`config.mk`:
```
export PLATFORM = sky130hd
export DESIGN_NAME = mjd_to_calendar_date_unit
export DESIGN_NICKNAME = d
export VERILOG_FILES = /design/src/rtl/core/mjd2cal_pkg.sv /design/src/rtl/core/mjd2cal_slice.sv /design/src/rtl/core/mjd2cal_cdiv.sv /design/src/rtl/core/mjd_to_calendar_date_unit.sv
export SDC_FILE = /design/constraint.sdc
export NUM_CORES = 2
export LEC_CHECK = 0
export ABC_AREA = 1
export BUFFER_PORTS_ARGS = -buffer_cell sky130_fd_sc_hd__buf_2
export CAP_MARGIN = 40
export CELL_PAD_IN_SITES_DETAIL_PLACEMENT = 1
export CELL_PAD_IN_SITES_GLOBAL_PLACEMENT = 2
export CORE_MARGIN = 3
export CORE_UTILIZATION = 45
export DETAILED_ROUTE_END_ITERATION = 16
export PLACE_DENSITY_LB_ADDON = 0.1
export SETUP_SLACK_MARGIN = 0.1
export SYNTH_ARGS = -nofsm -noshare
export SYNTH_HDL_FRONTEND = slang
export SYNTH_SLANG_ARGS = --single-unit
export TNS_END_PERCENT = 50
```
`constraint.sdc`:
```
create_clock -name clock -period 6.8 [get_ports clock]
set_input_delay 0.68 -clock clock [delete_from_list [all_inputs] [get_ports clock]]
set_output_delay 0.68 -clock clock [all_outputs]
set_load 0.05 [all_outputs]
```
`src/rtl/core/mjd2cal_pkg.sv`:
```
`timescale 1ns / 1ps

package mjd2cal_pkg;

   // Bounds of the supported span, 0001-01-01 through 9999-12-31.
   localparam logic signed [22:0] MJD_LOW  = -23'sd678577;
   localparam logic signed [22:0] MJD_HIGH = 23'sd2973483;
   localparam logic [26:0]        MS_DAY_MAX = 27'd86399999;

   // Julian day number at noon is the MJD day plus this offset.
   localparam logic [22:0] JDN_OFFSET = 23'd2400001;
   // First Julian day number of the Gregorian calendar.
   localparam logic [22:0] REFORM_JDN = 23'd2299161;

   localparam logic [24:0] ALPHA_BIAS  = 25'd7468865;
   localparam logic [22:0] B_OFFSET    = 23'd1524;
   localparam logic [26:0] C_BIAS      = 27'd2442;
   localparam logic [24:0] DAYS_PER_4Y = 25'd1461;
   localparam logic [22:0] MONTH_SCALE = 23'd10000;

   localparam logic [3:0]  MONTH_WRAP       = 4'd14;
   localparam logic [3:0]  MONTH_FEBRUARY   = 4'd2;
   localparam logic [13:0] YEAR_OFF_MARCH   = 14'd4716;
   localparam logic [13:0] YEAR_OFF_JANUARY = 14'd4715;

   // Divisors handed to the constant dividers.
   localparam int DAYS_PER_400Y = 146097;
   localparam int C_DIVISOR     = 7305;
   localparam int MONTH_DIVISOR = 306001;
   localparam int MS_PER_HOUR   = 3600000;
   localparam int MS_PER_MINUTE = 60000;

   typedef struct packed {
      logic [4:0]  hour;
      logic [5:0]  minute;
      logic [15:0] ms_of_minute;
   } tod_type;

   // floor(30.6001 * e): days before the start of month term e.
   function automatic logic [8:0] month_start(input logic [3:0] e);
      logic [8:0] res;
      case (e)
         4'd1:    res = 9'd30;
         4'd2:    res = 9'd61;
         4'd3:    res = 9'd91;
         4'd4:    res = 9'd122;
         4'd5:    res = 9'd153;
         4'd6:    res = 9'd183;
         4'd7:    res = 9'd214;
         4'd8:    res = 9'd244;
         4'd9:    res = 9'd275;
         4'd10:   res = 9'd306;
         4'd11:   res = 9'd336;
         4'd12:   res = 9'd367;
         4'd13:   res = 9'd397;
         4'd14:   res = 9'd428;
         4'd15:   res = 9'd459;
         default: res = 9'd0;
      endcase
      return res;
   endfunction

endpackage

```
`src/rtl/core/mjd2cal_slice.sv`:
```
`timescale 1ns / 1ps

module mjd2cal_slice #(
   parameter int W = 8
) (
   input  logic         clock,
   input  logic         reset,
   input  logic         in_valid,
   output logic         in_ready,
   input  logic [W-1:0] in_data,
   output logic         out_valid,
   input  logic         out_ready,
   output logic [W-1:0] out_data
);

   logic         valid_ff;
   logic         valid_in;
   logic [W-1:0] data_ff;

   // A stage takes a new beat when it is empty or its beat moves on, so bubbles close up.
   assign in_ready = !valid_ff || out_ready;

   always_comb begin
      valid_in = valid_ff;
      if (in_ready) begin
         valid_in = in_valid;
      end
   end

   always_ff @(posedge clock) begin
      if (reset) begin
         valid_ff <= 1'b0;
      end else begin
         valid_ff <= valid_in;
      end
   end

   always_ff @(posedge clock) begin
      if (in_valid && in_ready) begin
         data_ff <= in_data;
      end
   end

   assign out_valid = valid_ff;
   assign out_data  = data_ff;

endmodule

```
`src/rtl/core/mjd2cal_cdiv.sv`:
```
`timescale 1ns / 1ps

// Three-stage divider by a constant: reciprocal multiply, remainder, one correction step.
module mjd2cal_cdiv #(
   parameter int  NW = 27,
   parameter int  D  = 3,
   parameter int  QW = 4,
   parameter int  SW = 1,
   localparam int RW = $clog2(D)
) (
   input  logic          clock,
   input  logic          reset,
   input  logic          in_valid,
   output logic          in_ready,
   input  logic [NW-1:0] num,
   input  logic [SW-1:0] in_side,
   output logic          out_valid,
   input  logic          out_ready,
   output logic [QW-1:0] quo,
   output logic [RW-1:0] rem,
   output logic [SW-1:0] out_side
);

   localparam longint unsigned M = (64'd1 << NW) / D;
   localparam int MW = $clog2(M + 1);
   localparam int PW = NW + MW;
   localparam int W1 = SW + NW + PW;
   localparam int W2 = SW + MW + RW + 1;
   localparam int W3 = SW + QW + RW;
   localparam logic [PW-1:0] MP = PW'(M);
   localparam logic [NW-1:0] DN = NW'(D);
   localparam logic [RW:0]   DR = (RW + 1)'(D);

   logic [PW-1:0] prod;
   logic          m1_valid;
   logic          m1_ready;
   logic [W1-1:0] m1_q;
   logic [SW-1:0] m1_side;
   logic [NW-1:0] m1_num;
   logic [PW-1:0] m1_prod;
   logic [MW-1:0] q0;
   logic [NW-1:0] qd;
   logic [NW-1:0] r0_full;
   logic          m2_valid;
   logic          m2_ready;
   logic [W2-1:0] m2_q;
   logic [SW-1:0] m2_side;
   logic [MW-1:0] m2_q0;
   logic [RW:0]   m2_r0;
   logic          fix;
   logic [MW:0]   q1;
   logic [RW:0]   r1;
   logic [W3-1:0] m3_q;

   // The estimate floor(num * M / 2^NW) is the true quotient or one below it.
   assign prod = PW'(num) * MP;

   mjd2cal_slice #(.W(W1)) u_m1 (
      .clock     (clock),
      .reset     (reset),
      .in_valid  (in_valid),
      .in_ready  (in_ready),
      .in_data   ({in_side, num, prod}),
      .out_valid (m1_valid),
      .out_ready (m1_ready),
      .out_data  (m1_q)
   );

   assign m1_side = m1_q[W1-1 -: SW];
   assign m1_num  = m1_q[PW +: NW];
   assign m1_prod = m1_q[PW-1:0];
   assign q0      = m1_prod[PW-1:NW];
   assign qd      = NW'(q0) * DN;
   assign r0_full = m1_num - qd;

   mjd2cal_slice #(.W(W2)) u_m2 (
      .clock     (clock),
      .reset     (reset),
      .in_valid  (m1_valid),
      .in_ready  (m1_ready),
      .in_data   ({m1_side, q0, r0_full[RW:0]}),
      .out_valid (m2_valid),
      .out_ready (m2_ready),
      .out_data  (m2_q)
   );

   assign m2_side = m2_q[W2-1 -: SW];
   assign m2_q0   = m2_q[RW+1 +: MW];
   assign m2_r0   = m2_q[RW:0];

   always_comb begin
      fix = (m2_r0 >= DR);
      q1  = (MW + 1)'(m2_q0) + (MW + 1)'(fix);
      r1  = fix ? (m2_r0 - DR) : m2_r0;
   end

   mjd2cal_slice #(.W(W3)) u_m3 (
      .clock     (clock),
      .reset     (reset),
      .in_valid  (m2_valid),
      .in_ready  (m2_ready),
      .in_data   ({m2_side, QW'(q1), r1[RW-1:0]}),
      .out_valid (out_valid),
      .out_ready (out_ready),
      .out_data  (m3_q)
   );

   assign out_side = m3_q[W3-1 -: SW];
   assign quo      = m3_q[RW +: QW];
   assign rem      = m3_q[RW-1:0];

`ifndef SYNTH
   a_rem_below_divisor: assert property (@(posedge clock) disable iff (reset)
      out_valid |-> ({1'b0, rem} < DR))
      else $error("divider remainder not below divisor");

   a_one_correction: assert property (@(posedge clock) disable iff (reset)
      (m2_valid && (m2_r0 >= DR)) |-> ((m2_r0 - DR) < DR))
      else $error("quotient estimate off by more than one");
`endif

endmodule

```
`src/rtl/core/mjd_to_calendar_date_unit.sv`:
```
`timescale 1ns / 1ps

// Modified Julian Date to calendar date and time of day.
// Input channel req_: req_mjd_day (signed days) and req_ms_of_day (ms since midnight),
// taken when req_valid is high and req_stall is low. Out-of-range days clamp to
// 0001-01-01 .. 9999-12-31 and milliseconds clamp to the last millisecond of the day.
// Result channel rsp_: year, month, day, hour, minute and ms within the minute, one
// beat for every input beat, in order, taken when rsp_valid is high and rsp_stall low.
// Days before 1582-10-15 come out in the Julian calendar, later days in the Gregorian.
// Throughput is one beat per cycle while the receiver does not stall the result channel;
// the path is a chain of registered stages, five of them three-stage constant dividers.
// When the receiver stalls, the beats in flight close up behind the output register,
// and req_stall rises only once every stage holds a beat. A held result stays stable.
// Reset empties the pipeline; there is no other state and nothing to configure.
module mjd_to_calendar_date_unit (
   input  logic               clock,
   input  logic               reset,
   input  logic               req_valid,
   output logic               req_stall,
   input  logic signed [22:0] req_mjd_day,
   input  logic [26:0]        req_ms_of_day,
   output logic               rsp_valid,
   input  logic               rsp_stall,
   output logic [13:0]        rsp_year,
   output logic [3:0]         rsp_month,
   output logic [4:0]         rsp_day,
   output logic [4:0]         rsp_hour,
   output logic [5:0]         rsp_minute,
   output logic [15:0]        rsp_ms_of_minute
);

   logic signed [22:0]   mjd_c;
   logic [26:0]          ms_c;
   logic [22:0]          z0;
   logic                 in_ready;

   logic                 s0_valid, s0_ready;
   logic [49:0]          s0_q;
   logic                 t1_valid, t1_ready;
   logic [4:0]           t1_quo;
   logic [21:0]          t1_rem;
   logic [22:0]          t1_side;
   logic                 t2_valid, t2_ready;
   logic [5:0]           t2_quo;
   logic [15:0]          t2_rem;
   logic [27:0]          t2_side;
   logic [22:0]          t2_z;
   mjd2cal_pkg::tod_type tod;
   logic                 greg;
   logic [23:0]          n_alpha;

   logic                 s1_valid, s1_ready;
   logic [74:0]          s1_q;
   logic                 a_valid, a_ready;
   logic [6:0]           a_quo;
   logic [50:0]          a_side;
   logic [7:0]           a_adj;
   logic [22:0]          b2;

   logic                 s2_valid, s2_ready;
   logic [49:0]          s2_q;
   logic [26:0]          n_c;
   logic                 s3_valid, s3_ready;
   logic [76:0]          s3_q;
   logic                 c_valid, c_ready;
   logic [13:0]          c_quo;
   logic [49:0]          c_side;
   logic [24:0]          d_prod;
   logic [8:0]           bd4;

   logic                 s4_valid, s4_ready;
   logic [49:0]          s4_q;
   logic [22:0]          n_e;
   logic                 s5_valid, s5_ready;
   logic [72:0]          s5_q;
   logic                 e_valid, e_ready;
   logic [3:0]           e_quo;
   logic [49:0]          e_side;
   logic [8:0]           e_bd;
   logic [13:0]          e_c;
   logic [3:0]           month_o;
   logic [4:0]           day_o;
   logic [13:0]          year_o;
   logic [49:0]          out_q;
   mjd2cal_pkg::tod_type out_tod;

   // Input clamp and Julian day number at noon.
   always_comb begin
      mjd_c = req_mjd_day;
      if (req_mjd_day < mjd2cal_pkg::MJD_LOW) begin
         mjd_c = mjd2cal_pkg::MJD_LOW;
      end else if (req_mjd_day > mjd2cal_pkg::MJD_HIGH) begin
         mjd_c = mjd2cal_pkg::MJD_HIGH;
      end
      ms_c = req_ms_of_day;
      if (req_ms_of_day > mjd2cal_pkg::MS_DAY_MAX) begin
         ms_c = mjd2cal_pkg::MS_DAY_MAX;
      end
      z0 = $unsigned(mjd_c) + mjd2cal_pkg::JDN_OFFSET;
   end

   assign req_stall = !in_ready;

   mjd2cal_slice #(.W(50)) u_s0 (
      .clock     (clock),
      .reset     (reset),
      .in_valid  (req_valid),
      .in_ready  (in_ready),
      .in_data   ({z0, ms_c}),
      .out_valid (s0_valid),
      .out_ready (s0_ready),
      .out_data  (s0_q)
   );

   // Time of day: hours first, then minutes and milliseconds from the remainder.
   mjd2cal_cdiv #(
      .NW (27),
      .D  (mjd2cal_pkg::MS_PER_HOUR),
      .QW (5),
      .SW (23)
   ) u_div_hour (
      .clock     (clock),
      .reset     (reset),
      .in_valid  (s0_valid),
      .in_ready  (s0_ready),
      .num       (s0_q[26:0]),
      .in_side   (s0_q[49:27]),
      .out_valid (t1_valid),
      .out_ready (t1_ready),
      .quo       (t1_quo),
      .rem       (t1_rem),
      .out_side  (t1_side)
   );

   mjd2cal_cdiv #(
      .NW (22),
      .D  (mjd2cal_pkg::MS_PER_MINUTE),
      .QW (6),
      .SW (28)
   ) u_div_minute (
      .clock     (clock),
      .reset     (reset),
      .in_valid  (t1_valid),
      .in_ready  (t1_ready),
      .num       (t1_rem),
      .in_side   ({t1_side, t1_quo}),
      .out_valid (t2_valid),
      .out_ready (t2_ready),
      .quo       (t2_quo),
      .rem       (t2_rem),
      .out_side  (t2_side)
   );

   always_comb begin
      t2_z             = t2_side[27:5];
      tod.hour         = t2_side[4:0];
      tod.minute       = t2_quo;
      tod.ms_of_minute = t2_rem;
      greg             = (t2_z >= mjd2cal_pkg::REFORM_JDN);
      n_alpha          = greg ? 24'({t2_z, 2'b00} - mjd2cal_pkg::ALPHA_BIAS) : 24'd0;
   end

   mjd2cal_slice #(.W(75)) u_s1 (
      .clock     (clock),
      .reset     (reset),
      .in_valid  (t2_valid),
      .in_ready  (t2_ready),
      .in_data   ({n_alpha, greg, t2_z, tod}),
      .out_valid (s1_valid),
      .out_ready (s1_ready),
      .out_data  (s1_q)
   );

   // Gregorian century correction.
   mjd2cal_cdiv #(
      .NW (24),
      .D  (mjd2cal_pkg::DAYS_PER_400Y),
      .QW (7),
      .SW (51)
   ) u_div_alpha (
      .clock     (clock),
      .reset     (reset),
      .in_valid  (s1_valid),
      .in_ready  (s1_ready),
      .num       (s1_q[74:51]),
      .in_side   (s1_q[50:0]),
      .out_valid (a_valid),
      .out_ready (a_ready),
      .quo       (a_quo),
      .rem       (),
      .out_side  (a_side)
   );

   always_comb begin
      a_adj = {1'b0, a_quo} - {3'b000, a_quo[6:2]} + 8'd1;
      if (!a_side[50]) begin
         a_adj = 8'd0;
      end
      b2 = a_side[49:27] + 23'(a_adj) + mjd2cal_pkg::B_OFFSET;
   end

   mjd2cal_slice #(.W(50)) u_s2 (
      .clock     (clock),
      .reset     (reset),
      .in_valid  (a_valid),
      .in_ready  (a_ready),
      .in_data   ({b2, a_side[26:0]}),
      .out_valid (s2_valid),
      .out_ready (s2_ready),
      .out_data  (s2_q)
   );

   assign n_c = {s2_q[49:27], 4'b0000} + 27'({s2_q[49:27], 2'b00}) - mjd2cal_pkg::C_BIAS;

   mjd2cal_slice #(.W(77)) u_s3 (
      .clock     (clock),
      .reset     (reset),
      .in_valid  (s2_valid),
      .in_ready  (s2_ready),
      .in_data   ({n_c, s2_q}),
      .out_valid (s3_valid),
      .out_ready (s3_ready),
      .out_data  (s3_q)
   );

   // Year term of the Meeus method.
   mjd2cal_cdiv #(
      .NW (27),
      .D  (mjd2cal_pkg::C_DIVISOR),
      .QW (14),
      .SW (50)
   ) u_div_year (
      .clock     (clock),
      .reset     (reset),
      .in_valid  (s3_valid),
      .in_ready  (s3_ready),
      .num       (s3_q[76:50]),
      .in_side   (s3_q[49:0]),
      .out_valid (c_valid),
      .out_ready (c_ready),
      .quo       (c_quo),
      .rem       (),
      .out_side  (c_side)
   );

   // Days left in the year after whole years, counted from a March-based year.
   always_comb begin
      d_prod = 25'(c_quo) * mjd2cal_pkg::DAYS_PER_4Y;
      bd4    = 9'(c_side[49:27] - d_prod[24:2]);
   end

   mjd2cal_slice #(.W(50)) u_s4 (
      .clock     (clock),
      .reset     (reset),
      .in_valid  (c_valid),
      .in_ready  (c_ready),
      .in_data   ({bd4, c_quo, c_side[26:0]}),
      .out_valid (s4_valid),
      .out_ready (s4_ready),
      .out_data  (s4_q)
   );

   assign n_e = 23'(s4_q[49:41]) * mjd2cal_pkg::MONTH_SCALE;

   mjd2cal_slice #(.W(73)) u_s5 (
      .clock     (clock),
      .reset     (reset),
      .in_valid  (s4_valid),
      .in_ready  (s4_ready),
      .in_data   ({n_e, s4_q}),
      .out_valid (s5_valid),
      .out_ready (s5_ready),
      .out_data  (s5_q)
   );

   // Month term of the Meeus method.
   mjd2cal_cdiv #(
      .NW (23),
      .D  (mjd2cal_pkg::MONTH_DIVISOR),
      .QW (4),
      .SW (50)
   ) u_div_month (
      .clock     (clock),
      .reset     (reset),
      .in_valid  (s5_valid),
      .in_ready  (s5_ready),
      .num       (s5_q[72:50]),
      .in_side   (s5_q[49:0]),
      .out_valid (e_valid),
      .out_ready (e_ready),
      .quo       (e_quo),
      .rem       (),
      .out_side  (e_side)
   );

   always_comb begin
      e_bd    = e_side[49:41];
      e_c     = e_side[40:27];
      month_o = (e_quo < mjd2cal_pkg::MONTH_WRAP) ? (e_quo - 4'd1) : (e_quo - 4'd13);
      day_o   = 5'(e_bd - mjd2cal_pkg::month_start(e_quo));
      year_o  = (month_o > mjd2cal_pkg::MONTH_FEBRUARY) ? (e_c - mjd2cal_pkg::YEAR_OFF_MARCH)
                                                        : (e_c - mjd2cal_pkg::YEAR_OFF_JANUARY);
   end

   mjd2cal_slice #(.W(50)) u_out (
      .clock     (clock),
      .reset     (reset),
      .in_valid  (e_valid),
      .in_ready  (e_ready),
      .in_data   ({year_o, month_o, day_o, e_side[26:0]}),
      .out_valid (rsp_valid),
      .out_ready (!rsp_stall),
      .out_data  (out_q)
   );

   assign out_tod          = out_q[26:0];
   assign rsp_year         = out_q[49:36];
   assign rsp_month        = out_q[35:32];
   assign rsp_day          = out_q[31:27];
   assign rsp_hour         = out_tod.hour;
   assign rsp_minute       = out_tod.minute;
   assign rsp_ms_of_minute = out_tod.ms_of_minute;

`ifndef SYNTH
   a_stall_only_when_full: assert property (@(posedge clock) disable iff (reset)
      req_stall |-> (rsp_valid && rsp_stall))
      else $error("input stalled while the result side is free");

   a_date_in_range: assert property (@(posedge clock) disable iff (reset)
      rsp_valid |-> (rsp_month >= 4'd1 && rsp_month <= 4'd12 && rsp_day >= 5'd1
                     && rsp_year >= 14'd1 && rsp_year <= 14'd9999))
      else $error("calendar date out of range");

   a_time_in_range: assert property (@(posedge clock) disable iff (reset)
      rsp_valid |-> (rsp_hour <= 5'd23 && rsp_minute <= 6'd59
                     && rsp_ms_of_minute <= 16'd59999))
      else $error("time of day out of range");

   a_empty_after_reset: assert property (@(posedge clock)
      (!reset && $past(reset)) |-> !rsp_valid)
      else $error("result beat present right after reset");
`endif

endmodule
```
== Yosys cells after proc, flatten, opt, wreduce, memory -nomap -nowiden ==
Memory sizes are Yosys's and may differ from the RTL's. A register that Yosys moved wholly into a read port is not among the register bits.
Cells that the tools add are included.

* Reductions and logical operators: 68
* Multipliers: 12
* Mux-type cells: 11
* Magnitude comparators: 11
* Add/subtract/negate cells: 29

{| class="wikitable"
|+ Operators by type and width
! operator !! number
|-
| >= comparator 23 x 22 -> 1 bit (second input constant) || 2
|-
| 2-to-1 mux 23 bit || 2
|-
| multiplier 27 x 15 -> 42 bit (second input constant) || 1
|-
| multiplier 27 x 6 -> 33 bit (second input constant) || 1
|-
| multiplier 24 x 6 -> 30 bit (second input constant) || 1
|-
| multiplier 22 x 7 -> 29 bit (second input constant) || 1
|-
| subtractor 14 x 13 -> 14 bit (second input constant) || 2
|-
| adder 27 x 25 -> 27 bit || 1
|-
| > comparator 27 bit (second input constant) || 1
|-
| subtractor 27 x 12 -> 27 bit (second input constant) || 1
|-
| logical NOT 1 bit || 24
|-
| multiplier 19 x 5 -> 24 bit (second input constant) || 1
|-
| subtractor 24 x 23 -> 24 bit (second input constant) || 1
|-
| adder 23 x 11 -> 23 bit (second input constant) || 1
|-
| adder 23 x 22 -> 23 bit (second input constant) || 1
|-
| adder 23 x 8 -> 23 bit || 1
|-
| > comparator 23 bit (second input constant) || 1
|-
| less-than comparator 23 x 21 -> 1 bit (second input constant) || 1
|-
| subtractor 23 bit || 1
|-
| logical AND 1 bit || 22
|-
| logical OR 1 bit || 22
|-
| 2-to-1 mux 22 bit || 1
|-
| subtractor 22 bit (second input constant) || 1
|-
| >= comparator 20 x 19 -> 1 bit (second input constant) || 1
|-
| 38 further kinds || 39
|}

* Logic and storage cells: 178
* Bits in registers: 1529
* Output and inout bits: 52
* Bits of input ports: 54
* Bits in read-only memories: 144
* Memories kept: 1

{| class="wikitable"
|+ Memories
! memory !! depth !! width !! read ports !! clocked after Yosys merged registers in !! write ports !! RTL line !! text
|-
| (no name shown) || 16 || 9 || 1 || 1 || 0 || mjd2cal_pkg.sv:42 || <nowiki>case (e)</nowiki>
|}

== Logic depth before layout (Yosys ltp) ==
* Word-level depth: 24
* Mapped depth: 29
* Mapped depth without buffers: 29

== Cells and area by module ==
A second synthesis with hierarchy kept.

* Cell total of the unflattened synthesis: 8039
* Area total of the unflattened synthesis: 90360.4 µm²

{| class="wikitable"
|+ Modules (own cells, without submodules)
! module !! sequential area each (µm²) !! instances !! area each (µm²) !! cells each
|-
| mjd2cal_cdiv (u_div_year) || 0.0 || 1 || 10386.2 || 1357
|-
| mjd2cal_slice (u_div_hour.u_m3 ...) || 1521.5 || 6 || 1549.0 || 56
|-
| mjd_to_calendar_date_unit || 0.0 || 1 || 8110.3 || 1272
|-
| mjd2cal_slice (u_div_alpha.u_m2 ...) || 2332.2 || 3 || 2359.8 || 83
|-
| mjd2cal_cdiv (u_div_alpha) || 0.0 || 1 || 6453.7 || 961
|-
| mjd2cal_cdiv (u_div_hour) || 0.0 || 1 || 6308.6 || 1040
|-
| mjd2cal_cdiv (u_div_month) || 0.0 || 1 || 6214.7 || 1003
|-
| mjd2cal_slice (u_div_minute.u_m1 ...) || 2392.3 || 2 || 2419.8 || 85
|-
| mjd2cal_slice (u_div_month.u_m2 ...) || 2272.2 || 2 || 2299.7 || 81
|-
| mjd2cal_cdiv (u_div_minute) || 0.0 || 1 || 4575.6 || 700
|-
| mjd2cal_slice (u_div_month.u_m3 ...) || 2212.1 || 2 || 2239.6 || 79
|-
| mjd2cal_slice (u_div_year.u_m1) || 3593.4 || 1 || 3621.0 || 125
|-
| mjd2cal_slice (u_div_alpha.u_m1) || 3203.1 || 1 || 3230.6 || 112
|-
| mjd2cal_slice (u_div_hour.u_m2 ...) || 1581.5 || 2 || 1609.0 || 58
|-
| 3 more rows || n/a || n/a || n/a || n/a
|}

== Worst setup path before layout ==
Ideal clock, no wire load.

* Path type: reg2reg
* Start point: register u_s3.data_ff[66] (netlist: u_s3.out_data[66])
* End point: register u_div_year.u_m1.data_ff[34] (netlist: u_div_year.u_m1.out_data[34]) (data pin)
* Setup slack: 1.450 ns
* Cell stages (with the launch flop): 16
* Data arrival time: 5.091 ns
* Library setup time: 0.259 ns
* Path buffers: 0
* Path through: edfxtp_1 > fa_1 > fa_1 > fa_1 > fa_1 > fa_1 > inv_1 > fa_1 > inv_1 > ha_1 > nand2_1 > or4_1 > o31ai_1 > nand2_1 > nand2_1 > xor2_1

* Cells in the longest elaborated chain, start to end: 1

{| class="wikitable"
|+ Ends and longest elaborated chain
! what !! RTL line !! text
|-
| from (decl) || mjd2cal_slice.sv:18 || <nowiki>logic [W-1:0] data_ff;</nowiki>
|-
| from (signal assigned) || mjd2cal_slice.sv:40 || <nowiki>data_ff <= in_data;</nowiki>
|-
| multiplier 27 x 15 -> 42 bit || mjd2cal_cdiv.sv:56 || <nowiki>assign prod = PW'(num) * MP;</nowiki>
|-
| via u_div_year.prod[34] || mjd2cal_cdiv.sv:34 || <nowiki>logic [PW-1:0] prod;</nowiki>
|-
| to (signal assigned) || mjd2cal_slice.sv:40 ||
|-
| to (decl) || mjd2cal_slice.sv:18 ||
|}

The timed path passes the listed nets, and every way through them passes these cells.
A chain may end at the register's enable or synchronous reset.

== Worst setup path in the final report ==
* Start point: register u_s3.data_ff[55] (netlist: u_s3.out_data[55])
* End point: register u_div_year.u_m1.data_ff[36] (netlist: u_div_year.u_m1.out_data[36]) (data pin)

The elaborated chain is that of the path after synthesis.

==> flow_summary_export.csv <==
group,metric,value,unit
flow_run,drv_cap,0,
floorplanning,core,0.1586,mm^2
setup_path,path_buf_inv,2,
layout,drive_gt1_share,6.577,%
setup_path,cpMaxStageDelayCell,"edfxtp_1",
cts,post_cts_buffers,0,
floorplanning,initial_core_util,45.39,%
synthesis,syn_avg_cell_area,12.56,um^2
setup_path,cp_slowest_stage_delay,0.59,ns
grt,grt_usage,18.18,%
sta,slew_violations,0,
synthesis,synthCells,5732,
sta,timing.final.crit_share,85.96,%
grt,grt_first_pass_wirelength,236.4,mm
synthesis,syn-cell-area,0.07198,mm^2
detailed_routing,dr.pass1.iters,5,
setup_path,startpoint,"u_s3.out_data[55]",
place,postPlaceCellArea,0.07539,mm^2
floorplanning,ioPinCount,106,
synthesis,syn_nets,6975,
power,ir_drop,301.0,uV
cts,root_buffer,"clkbuf_16",
floorplanning,die_w,405.9,um
min_path,worstHoldStart,"req_ms_of_day[26]",
cts,cts_tree,"yes",
setup_path,worstSetupStartpointType,"flop",
layout,stdcell_count,8184,
synthesis,synth-seq-cells,1298,
setup_path,cp.arrival,6.36,ns
cts,clk_pin_slew_worst_paths,0.07,ns
detailed_routing,drc,0,
floorplanning,die_h,405.9,um
layout,fin_nets,7240,
place,place_hpwl,114.3,mm
sta,clock-skew-final,0.03758,ns
floorplanning,num_rows,146,
detailed_routing,vias_per_cell,4.945,
place,portBuffers,105,
layout,area_growth,11.30,%
synthesis,ys_warn_count,0,
setup_path,cp_top_family,"adder cells",
grt,gr-total-overflow,0,
setup_path,required,7.31,ns
setup_path,critPathKind,"flop to flop",
min_path,hold_class,"primary input to flop",
status,status,"finished clean",
cts,clock-sinks,1298,
detailed_routing,num_vias,40470,
detailed_routing,ant_nets,0,
sta,slew-limit-headroom,39.89,%
cts,cts_buffers,143,
setup_path,path_cells,"fa_1, inv_1, fa_1, inv_1, ha_1, fa_1, fa_1, fa_1, ha_1, nand2_1, nor4_1, a21boi_0, o21ai_0, a21boi_0, o21ai_0, nand3_1, nand3_1, nand2_1",
sta,max_clock_freq,171.1,MHz
cts,clock_latency,0.77,ns
setup_path,rr_startpoint,"u_s3.out_data[55]",
synthesis,async_flop_share,0,%
setup_path,crit_fanout,9,
grt,grt_pass1_vias,44090,
sta,finalSetupTns,0,ns
grt,grt_antenna_before_repair,0,
cts,htreeDepth,4,
sta,rsz0062_at_grt,"false",
floorplanning,dieArea,0.1648,mm^2
layout,final_design_area_no_fill,0.08011,mm^2
setup_path,crit_top_cell,"fa_1",
setup_path,end_kind,"flop",
power,leakage,33.71,nW
detailed_routing,wl_per_cell,17.73,um
synthesis,seq_area_frac_synth,53.78,%
place,gp_congestion,0.8192,
place,dp.cells,7924,
cts,post_cts_resized,0,
synthesis,synth_edf_count,1271,
detailed_routing,drt_iter0_drc,1782,
cts,ctsLongestPathBuffers,3,
power,p_per_area,261.8,mW/mm^2
layout,diodes,0,
detailed_routing,wirelength,145.1,mm
grt,grt_max_degree,70,
synthesis,yosysUniqueCellTypes,53,
sta,final_hold_viol_count,0,
synthesis,synth_flop_cell,"edfxtp_1",
sta,setup-violations-final,0,
sta,tightestPinTransition,0.9017,ns
sta,min_period,5.845,ns
layout,post-route-util,50.52,%
cts,holdBufCountCts,0,
[synthesized netlist by cell type, drive strengths merged (4+ instances only)]
| library cell | number | area, um^2 |
|---|---|---|
| edfxtp | 1271 | 38170 |
| inv | 1157 | 4343 |
| ha | 819 | 10250 |
| nand2 | 565 | 2121 |
| fa | 370 | 7407 |
| a21oi | 332 | 1662 |
| nor2 | 269 | 1040 |
| xor2 | 215 | 1883 |
| o21ai | 150 | 750.7 |
| nand3 | 122 | 633.1 |
| xnor2 | 100 | 875.8 |
| nor3 | 70 | 386.6 |
| nand4 | 53 | 369.1 |
| dfxtp | 27 | 540.5 |
| o21bai | 26 | 195.2 |
| nor4 | 25 | 156.4 |
| o211ai | 16 | 120.1 |
| a31oi | 15 | 93.84 |
| a21o | 14 | 105.1 |
| a21boi | 13 | 97.59 |
| o31ai | 13 | 97.59 |
| o21a | 12 | 90.09 |
| a211oi | 10 | 75.07 |
| o221ai | 10 | 87.58 |
| nand3b | 8 | 60.06 |
| or2 | 8 | 50.05 |
| clkbuf | 6 | 22.52 |
| nor3b | 6 | 45.04 |
| a221oi | 5 | 43.79 |
| buf | 5 | 37.53 |
| o2111ai | 4 | 35.03 |
[per-stage QoR]
step / hold WS, ns / setup WS (ns) / total power, mW
after floorplan: 0.4003 / 1.450 / 12.29
after global placement: 0.4003 / 0.9770 / 13.38
after detailed placement: 0.4056 / 0.9108 / 13.46
after CTS: 0.07022 / 0.9084 / 21.30
after global routing: 0.09886 / 0.4638 / 22.22
final: 0.1366 / 0.9550 / 20.97
[flip-flops by register name (all words and copies together) (netlist names), 51 cells and up, named ones only]
| signal | cells |
|---|---|
| u_s1.out_data | 74 |
| u_div_alpha.u_m2.out_data | 77 |
| u_div_month.u_m2.out_data | 69 |
| u_s5.out_data | 61 |
| u_div_hour.u_m1.out_data | 52 |
| u_s3.out_data | 61 |
| u_div_minute.u_m2.out_data | 51 |
| u_div_alpha.u_m1.out_data | 76 |
| u_div_alpha.u_m3.out_data | 58 |
| u_div_month.u_m1.out_data | 63 |
| u_div_hour.u_m2.out_data | 51 |
| u_div_year.u_m2.out_data | 64 |
| u_div_year.u_m1.out_data | 62 |
| u_div_minute.u_m1.out_data | 52 |
[report_power, final]
part | switching, mW | internal, mW | total (mW) | leakage, nW
registers | 0.104 | 9.02 | 9.12 | 11.7
logic | 2.58 | 1.56 | 4.14 | 19.7
clock network | 3.18 | 4.53 | 7.71 | 2.28
total | 5.87 | 15.1 | 21.0 | 33.7
[final timing paths]
path	to	slack (ns)	cells after the start
setup reg to reg	u_div_year.u_m1.out_data[36]	0.96	18
hold / removal	u_s0.out_data[26]	0.14	1
setup / recovery	u_div_year.u_m1.out_data[36]	0.96	18
hold reg to reg	u_div_alpha.u_m3.out_data[72]	0.39	0
[layout make-up]
class	count	area [um^2]
fillers	16270	78450
flip-flops and latches	1298	38710
multi-input cells	3266	28960
inverters	1157	4343
clock buffers	175	3784
well taps	2072	2592
clock inverters	85	933.4
repair buffers	131	795.8
[worst reg2reg max path, cell delays in order (launching register included)]
cell	delay [ns]
edfxtp_1	0.59
fa_1	0.59
inv_1	0.05
fa_1	0.50
inv_1	0.04
ha_1	0.31
fa_1	0.52
fa_1	0.53
fa_1	0.49
ha_1	0.33
nand2_1	0.11
nor4_1	0.41
a21boi_0	0.19
o21ai_0	0.17
a21boi_0	0.10
o21ai_0	0.37
nand3_1	0.15
nand3_1	0.10
nand2_1	0.06
[logic make-up (layout without fill, tap and decap cells)]
logic type	count (synthesis)	after routing	share of synthesized area (%)
xor gates and xnor gates	315	315	3.833
muxes	3	3	0.04520
buffers and inverters	1168	1548	6.117
DFF	1298	1298	53.78
and+or+nand+nor	1131	1131	6.802
adders and majority gates	1189	1189	24.53
AOI/OAI and AO/OA	628	628	4.897
[per-layer routing]
layer  share of wire (%)  track usage [%]
met5                   0                0
met4                 2.0            4.453
met3                 2.4            2.455
met2                  50            32.17
met1                  45            23.63
[cells in the final DEF, fill, tap and decap left out, types with 8 or more instances in the layout]
master | Yosys | routed
nor2_4 | 1 | 10
o21ai_0 | 147 | 147
xnor2_1 | 100 | 100
nor3_1 | 64 | 64
edfxtp_1 | 1271 | 1271
bufinv_16 | 0 | 14
clkinv_1 | 0 | 21
inv_1 | 1156 | 1145
a211oi_1 | 10 | 10
clkinv_2 | 0 | 22
fa_1 | 370 | 370
nand4_1 | 47 | 47
ha_1 | 819 | 819
nand2_1 | 565 | 565
clkbuf_1 | 6 | 28
xor2_1 | 215 | 215
o21bai_1 | 26 | 26
nor4_1 | 25 | 25
clkbuf_16 | 0 | 147
nor2_2 | 9 | 9
inv_2 | 1 | 12
nand3_1 | 119 | 119
or2_2 | 8 | 8
buf_2 | 3 | 105
nand3b_1 | 8 | 8
a21boi_0 | 13 | 13
clkinvlp_4 | 0 | 10
o221ai_1 | 10 | 10
a31oi_1 | 15 | 15
a21o_1 | 14 | 14
o21a_1 | 12 | 12
dfxtp_1 | 27 | 27
o31ai_1 | 13 | 13
o211ai_1 | 16 | 16
buf_4 | 0 | 20
a21oi_1 | 332 | 330
nor2_1 | 259 | 250
Note: power is estimated with default switching activity, not from simulation.
